--- src/hw/rtl/hcd_pkg.sv ---
`timescale 1ns / 1ps
// hcd_pkg: shared widths, codes, state type and queued command type of the
// huffman code table decoder; depends on nothing

package hcd_pkg;

    // fixed field widths
    localparam int OP_W        = 2;
    localparam int SYM_W       = 7;
    localparam int CODE_LEN_W  = 6;
    localparam int LEN_W       = 7;   // saturated code length, up to 63
    localparam int CODE_W      = 32;
    localparam int BYTE_BITS   = 8;
    localparam int CNT_W       = 4;
    localparam int STATUS_W    = 2;
    localparam int QDEPTH      = 2;

    // defaults for the top level parameters
    localparam int ALPHABET_SIZE_DEF = 128;
    localparam int NODE_DEPTH_DEF    = 256;
    localparam int MAX_CODE_LEN_DEF  = 32;

    typedef enum logic [OP_W-1:0] {
        OP_CLEAR  = 2'd0,
        OP_LOAD   = 2'd1,
        OP_DECODE = 2'd2
    } t_op;

    typedef enum logic [STATUS_W-1:0] {
        STS_SYMBOL     = 2'd0,
        STS_NO_CHILD   = 2'd1,
        STS_TABLE_FULL = 2'd2
    } t_status;

    typedef enum logic [2:0] {
        BS_IDLE,
        BS_LOAD,
        BS_DEC,
        BS_CHK,
        BS_END
    } t_bstate;

    // classified item as it travels from the front to the back
    typedef struct packed {
        t_op                  kind;
        logic [SYM_W-1:0]     sym;
        logic [LEN_W-1:0]     len;
        logic [CODE_W-1:0]    code;
        logic [BYTE_BITS-1:0] dbyte;
        logic [CNT_W-1:0]     cnt;
    } t_cmd;

endpackage

--- src/hw/rtl/hcd_front.sv ---
`timescale 1ns / 1ps
// hcd_front: accepts input items, classifies and saturates their fields and
// queues them for the back end; uses hcd_pkg

module hcd_front #(
    parameter int ALPHABET_SIZE = hcd_pkg::ALPHABET_SIZE_DEF,
    parameter int MAX_CODE_LEN  = hcd_pkg::MAX_CODE_LEN_DEF
) (
    input  logic                            i_clk,
    input  logic                            i_rst_n,
    input  logic                            i_in_valid,
    output logic                            o_in_ready,
    input  logic [hcd_pkg::OP_W-1:0]        i_operation,
    input  logic [hcd_pkg::SYM_W-1:0]       i_symbol_in,
    input  logic [hcd_pkg::CODE_LEN_W-1:0]  i_code_length,
    input  logic [hcd_pkg::CODE_W-1:0]      i_code_bits,
    input  logic [hcd_pkg::BYTE_BITS-1:0]   i_data_byte,
    input  logic [hcd_pkg::CNT_W-1:0]       i_valid_bits,
    output logic                            o_q_valid,
    input  logic                            i_q_ready,
    output hcd_pkg::t_cmd                   o_q_cmd
);
    import hcd_pkg::*;

    localparam int QPTR_W = (QDEPTH > 1) ? $clog2(QDEPTH) : 1;
    localparam int QCNT_W = $clog2(QDEPTH + 1);

    logic [SYM_W-1:0] mod_tab [2**SYM_W];
    t_cmd             cmd;
    logic             is_cmd;
    logic             push;
    logic             pop;

    t_cmd              r_q [QDEPTH];
    logic [QPTR_W-1:0] r_wptr, n_wptr;
    logic [QPTR_W-1:0] r_rptr, n_rptr;
    logic [QCNT_W-1:0] r_count, n_count;

    // symbol modulo alphabet size as a constant table
    for (genvar g = 0; g < 2**SYM_W; g++) begin : g_mod
        assign mod_tab[g] = SYM_W'(g % ALPHABET_SIZE);
    end

    always_comb begin
        cmd.kind  = t_op'(i_operation);
        cmd.sym   = mod_tab[i_symbol_in];
        cmd.len   = (LEN_W'(i_code_length) > LEN_W'(MAX_CODE_LEN)) ?
                    LEN_W'(MAX_CODE_LEN) : LEN_W'(i_code_length);
        cmd.code  = i_code_bits;
        cmd.dbyte = i_data_byte;
        cmd.cnt   = (i_valid_bits > CNT_W'(BYTE_BITS)) ? CNT_W'(BYTE_BITS) : i_valid_bits;
        case (t_op'(i_operation))
            OP_CLEAR, OP_LOAD, OP_DECODE: is_cmd = 1'b1;
            default:                      is_cmd = 1'b0;   // unused code, dropped
        endcase
    end

    assign o_in_ready = (r_count != QCNT_W'(QDEPTH));
    assign o_q_valid  = (r_count != '0);
    assign o_q_cmd    = r_q[r_rptr];
    assign push       = i_in_valid && o_in_ready && is_cmd;
    assign pop        = o_q_valid && i_q_ready;

    always_comb begin
        n_wptr  = r_wptr;
        n_rptr  = r_rptr;
        n_count = r_count;
        if (push) begin
            n_wptr = (r_wptr == QPTR_W'(QDEPTH - 1)) ? '0 : QPTR_W'(r_wptr + 1'b1);
        end
        if (pop) begin
            n_rptr = (r_rptr == QPTR_W'(QDEPTH - 1)) ? '0 : QPTR_W'(r_rptr + 1'b1);
        end
        if (push && !pop) begin
            n_count = QCNT_W'(r_count + 1'b1);
        end else if (pop && !push) begin
            n_count = QCNT_W'(r_count - 1'b1);
        end
    end

    always_ff @(posedge i_clk) begin
        if (!i_rst_n) begin
            r_wptr  <= '0;
            r_rptr  <= '0;
            r_count <= '0;
        end else begin
            r_wptr  <= n_wptr;
            r_rptr  <= n_rptr;
            r_count <= n_count;
        end
    end

    always_ff @(posedge i_clk) begin
        if (push) begin
            r_q[r_wptr] <= cmd;
        end
    end

endmodule

--- config.mk ---
export PLATFORM = sky130hd
export DESIGN_NAME = hcd_front
export DESIGN_NICKNAME = d
export VERILOG_FILES = /design/src/hw/rtl/hcd_pkg.sv /design/src/hw/rtl/hcd_front.sv
export SDC_FILE = /design/constraint.sdc
export NUM_CORES = 1
export LEC_CHECK = 0
export ABC_AREA = 1
export ABC_CLOCK_PERIOD_IN_PS = 9900
export CAP_MARGIN = 10
export CELL_PAD_IN_SITES_DETAIL_PLACEMENT = 2
export CELL_PAD_IN_SITES_GLOBAL_PLACEMENT = 2
export CORE_UTILIZATION = 30
export DETAILED_ROUTE_END_ITERATION = 10
export DONT_BUFFER_PORTS = 1
export GPL_TIMING_DRIVEN = 0
export PLACE_DENSITY = 0.61
export SLEW_MARGIN = 5
export SYNTH_ARGS = -nofsm -noshare
export SYNTH_HDL_FRONTEND = slang
export SYNTH_SLANG_ARGS = --single-unit
--- constraint.sdc ---
create_clock -name i_clk -period 9.9 [get_ports i_clk]
set_clock_uncertainty 0.05 [all_clocks]
set_input_delay 0.495 -clock i_clk [delete_from_list [all_inputs] [get_ports i_clk]]
set_output_delay 0.495 -clock i_clk [all_outputs]
set_load 0.05 [all_outputs]
# Word-level counts from Yosys, hierarchy flattened
# Memories as Yosys holds them, arrays and structs flattened. A register that Yosys moved wholly into a read port is not among the register bits.
# Cells that the tools add are included.
# W data, S select, Z words.
dict set report classes {
  addsub 4
  mul 0
  n_div 0
  magnitude_cmp 3
  n_eq_ne 3
  shift 0
  n_mux 13
  n_bitwise 1
  reduce_logical 11
}
# cell n
set op_table {}
lappend op_table {{$mux W7} 2}
lappend op_table {{$ge A8 B8 Y1 const B} 1}
lappend op_table {{$not A7 Y8} 1}
lappend op_table {{$mux W1} 7}
lappend op_table {{$gt A6 B6 Y1 const B} 1}
lappend op_table {{$mux W6} 1}
lappend op_table {{$logic_and A1 B1 Y1} 5}
lappend op_table {{$gt A4 B4 Y1 const B} 1}
lappend op_table {{$mux W2} 2}
lappend op_table {{$mux W4} 1}
lappend op_table {{$reduce_bool A2 Y1} 2}
lappend op_table {{$reduce_or A3 Y1} 1}
lappend op_table {{$add A1 B1 Y1 const B} 2}
lappend op_table {{$add A2 B1 Y2 const B} 1}
lappend op_table {{$eq A2 B1 Y1 const B} 1}
lappend op_table {{$eq A2 B2 Y1 const B} 1}
lappend op_table {{$logic_not A1 Y1} 2}
lappend op_table {{$logic_not A2 Y1} 1}
lappend op_table {{$ne A2 B2 Y1 const B} 1}
lappend op_table {{$sub A2 B1 Y2 const B} 1}
dict set report word_totals {
  regBits 4
  latchBits 0
  ram_bits 118
  romBits 896
  in_bits 63
  out_inout_bits 62
  word_cells 40
  mem_count 2
}
# name depth width read_ports rd_clocked_by_memory_dff write_ports line_no
set mem_list {}
lappend mem_list {{(no name shown)} 128 7 1 0 0 hcd_front.sv:46} ;# cmd.sym = mod_tab[i_symbol_in];
lappend mem_list {r_q 2 59 1 1 1 hcd_front.sv:34} ;# t_cmd r_q [QDEPTH];

# Logic depth before layout (Yosys ltp)
dict set report depth {
  ltp_word 8
  ltp_mapped 10
  depth_no_buf 10
}

# Least setup slack after synthesis
# Ideal clock, no wire load.
dict set report synth_timing {
  path_kind {input to register}
  from {input port i_operation[1] (netlist bit)}
  to {memory r_q[0][0] (netlist bit), enable pin}
  setup_ps 549
  arrival_ps 4611
  t_required_ps 9301
  slack_ps 4690
  path_stages 3
  n_path_buf 0
  path_cell_list {nand2_1 nand2_1 nor3_1}
}
dict set report synth_between {
  elab_chain_cells 6
  word_cells_on_any_way 8
  cone_classes {eq/ne: 2; mux: 3; reduce/logical: 3}
}
# item line_no
set synth_lines {}
lappend synth_lines {{start: declaration} hcd_front.sv:13} ;# input logic [hcd_pkg::OP_W-1:0] i_operation,
lappend synth_lines {{$eq A2 B1 Y1 (tied with other cells)} hcd_front.sv:52} ;# case (t_op'(i_operation))
lappend synth_lines {{$reduce_or A3 Y1 (*)} hcd_front.sv:52}
lappend synth_lines {{$mux W1 (*)} hcd_front.sv:52}
lappend synth_lines {{$logic_and A1 B1 Y1 (*)} hcd_front.sv:61} ;# assign push = i_in_valid && o_in_ready && is_cmd;
lappend synth_lines {{$mux W1 (*)} hcd_front.sv:94} ;# if (push) begin
lappend synth_lines {{$mux W1 (implied by the code) (*)} hcd_front.sv:95} ;# r_q[r_wptr] <= cmd;
lappend synth_lines {{end: declaration} hcd_front.sv:34}
# Every way passes the cells marked *; elsewhere a longest branch is shown, timed or not.

# Worst setup path in the final report
dict set report layout_timing {
  from {register r_count[1]}
  to {memory r_q[0][16] (netlist bit), enable pin}
}
dict set report layout_between {
  elab_chain_cells 5
}
# item line_no
set layout_lines {}
lappend layout_lines {{start: declaration} hcd_front.sv:37} ;# logic [QCNT_W-1:0] r_count, n_count;
lappend layout_lines {{start signal: assignment} hcd_front.sv:89} ;# r_count <= n_count;
lappend layout_lines {{$ne A2 B2 Y1} hcd_front.sv:58} ;# assign o_in_ready = (r_count != QCNT_W'(QDEPTH));
lappend layout_lines {{$logic_and A1 B1 Y1 (2 in a row)} hcd_front.sv:61}
lappend layout_lines {{$mux W1} hcd_front.sv:94}
lappend layout_lines {{$mux W1 (implied by the code)} hcd_front.sv:95}
# Every way passes these cells.

==> flow_summary.json <==
{
  "status": "completed",
  "crit_required_ns": 9.96,
  "syn_inst": 244,
  "final_common_cell": "edfxtp_1",
  "antenna_found_initial": 0,
  "gp_congestion": 0.6514,
  "overflow": 0,
  "tightest_slew_ns": 0.8174,
  "n_fill_cell": 1462,
  "cap_violations": 0,
  "clock_sinks": 123,
  "syn_area_mm2": 0.004649,
  "cts_htree_levels": 4,
  "grt_first_pass_wirelength_um": 13590,
  "synth.distinct_cells": 21,
  "tritoncts": "done",
  "area_growth_pct": 18.25,
  "clkLatencyLatePin_ns": 0.40,
  "grt_usage_pct": 11.96,
  "ff2ff_path_depth": 6,
  "root_buffer": "clkbuf_16",
  "postCtsSetupRepairBufs": 0,
  "cp_max_fo": 10,
  "min_delay_path_depth": 0,
  "critPathArrivalTime_ns": 2.25,
  "wl_um": 8920,
  "fp.coreArea_mm2": 0.01515,
  "drive_gt1_share_pct": 36.88,
  "drc": 0,
  "final_cell_mix": "edfxtp_1, mux2_2, clkbuf_16",
  "die_h_um": 126.5,
  "setup-violations-final": 0,
  "synth.net_count": 308,
  "place_ws_ns": 7.579,
  "drv_slew": 0,
  "dpl.cell_count": 438,
  "ir_drop_uv": 122.1,
  "p_per_area_mw_per_mm2": 304.7,
  "maxSlewHeadroom_pct": 45.21,
  "min_period_ns": 2.192,
  "synth_top_area_cell": "edfxtp_1",
  "ctsResizeCount": 0,
  "portBuffers": 0,
  "final_cells": 470,
  "numCtsBuffers": 17,
  "synth-seq-cells": 123,
  "rsz0062_at_grt": "false",
  "ant_nets": 0,
  "yosysWarningCount": 0,
  "synth_seq_area_share_pct": 78.36,
  "io_pins": 125,
  "synth_top_area_share_pct": 76.21,
  "dieArea_mm2": 0.01600,
  "fmax_mhz": 456.3,
  "start_util_pct": 30.70,
  "cp-end-kind": "flip-flop",
  "n_antenna_cell": 0,
  "row_count": 45,
  "hold_buffers": 0,
  "fin_crit_sh_pct": 22.14,
  "cts_buffer_depth": 2,
  "drt-initial-drc-count": 57,
  "vias": 2110,
  "fin_nets": 333,
  "wl_per_cell_um": 18.98,
  "setup_ws_ns": 7.708,
  "p_leak_uw": 0.001883,
  "firstDrtPassIters": 3,
  "hpwl_um": 5941,
  "cts.clk_slew.worst_paths_ns": 0.05,
  "chipWidth_um": 126.5,
  "syn_avg_cell_area_um2": 19.06,
  "ys_top_cells_by_area": "edfxtp_1, mux2_2, mux2_4",
  "hold_class": "in -> reg",
  "startpoint_type": "flip-flop",
  "crit_type": "reg -> reg",
  "via_per_inst": 4.489,
  "grt_max_degree": 60,
  "grt_pass1_vias": 2368,
  "hold_viol": 0,
  "tns_ns": 0
}
-- critical path, stage by stage, from the launching register on --
cell and delay (ns):
dfxtp_1 0.33, inv_1 0.10, nor2_1 0.09, nor3_2 0.67, buf_6 0.25, buf_4 0.22, buf_6 0.18
-- state kept, by name (all words and copies together) (netlist names), named ones only --
signal / count
r_count: 2
r_q: 118
r_rptr: 1
r_wptr: 1
-- layer usage --
layer | up-vias | GRT usage, % | wire length, µm
li1 | 971 | - | -
met1 | 1042 | 12.54 | 3557
met2 | 80 | 19.43 | 4396
met3 | 17 | 6.073 | 770
met4 | 0 | 6.804 | 196
met5 | - | 0 | 0
-- path summary, 6_finish.rpt --
| path | end | slack, ns | from |
|---|---|---|---|
| setup reg to reg | r_q[0][16] | 7.71 | r_count[1] |
| hold / removal | r_q[1][25] | 0.13 | i_code_bits[13] |
| hold reg to reg | r_rptr | 0.46 | r_rptr |
| setup / recovery | r_q[0][16] | 7.71 | r_count[1] |
-- area by class of cell --
class / instances / area [µm²] / area share [%]
timing repair buffer: 6 / 60.06 / 1.092
tap: 188 / 235.2 / 4.279
buffer: 10 / 72.57 / 1.320
inverter: 12 / 47.55 / 0.8648
sequential: 123 / 3643 / 66.27
clock inverter: 7 / 40.04 / 0.7283
multi-input combinational: 99 / 893.4 / 16.25
clock buffer: 25 / 505.5 / 9.194
-- logic make-up after synthesis --
group                    count (synthesis)  synth area share, %
AO/OA/AOI/OAI                            7                1.022
adder cells (fa/ha/maj)                  1               0.2691
buffers and inverters                   22                2.530
flip-flops                             123                78.36
multiplexers                            59                15.10
other                                    1              0.08065
AND/OR/NAND/NOR                         31                2.637
-- stage by stage --
step	total power [µW]	utilization [%]	hold WS (ns)	area, µm²
final	1675	36.30	0.1314	5498
after global routing	1743	36.30	0.1009	5498
after CTS	1703	36.30	0.1057	5498
after detailed placement	1133	32.70	0.4494	4952
after global placement	1125	32.25	0.4301	4885
after floorplan	1071	-	0.4169	4649
-- where the power goes --
group / internal (µW) / switching [µW] / leakage [µW]
combinational: 108 / 353 / 0.000479
clock: 351 / 211 / 0.000269
sequential: 639 / 15.1 / 0.00114
total: 1100 / 578 / 0.00188
-- cells in the mapped netlist --
library cell	n
mux2_4	10
nor3_1	1
mux2_2	49
nand2_1	12
inv_1	12
buf_8	1
nand4_1	1
buf_2	4
nand3_1	2
clkbuf_1	2
a21oi_1	1
buf_4	1
edfxtp_1	118
ha_1	1
conb_1	1
buf_6	2
dfxtp_1	5
o21ai_0	1
nor2_1	15
o21a_1	1
a21boi_0	4
Note: power is estimated with default switching activity, not from simulation.
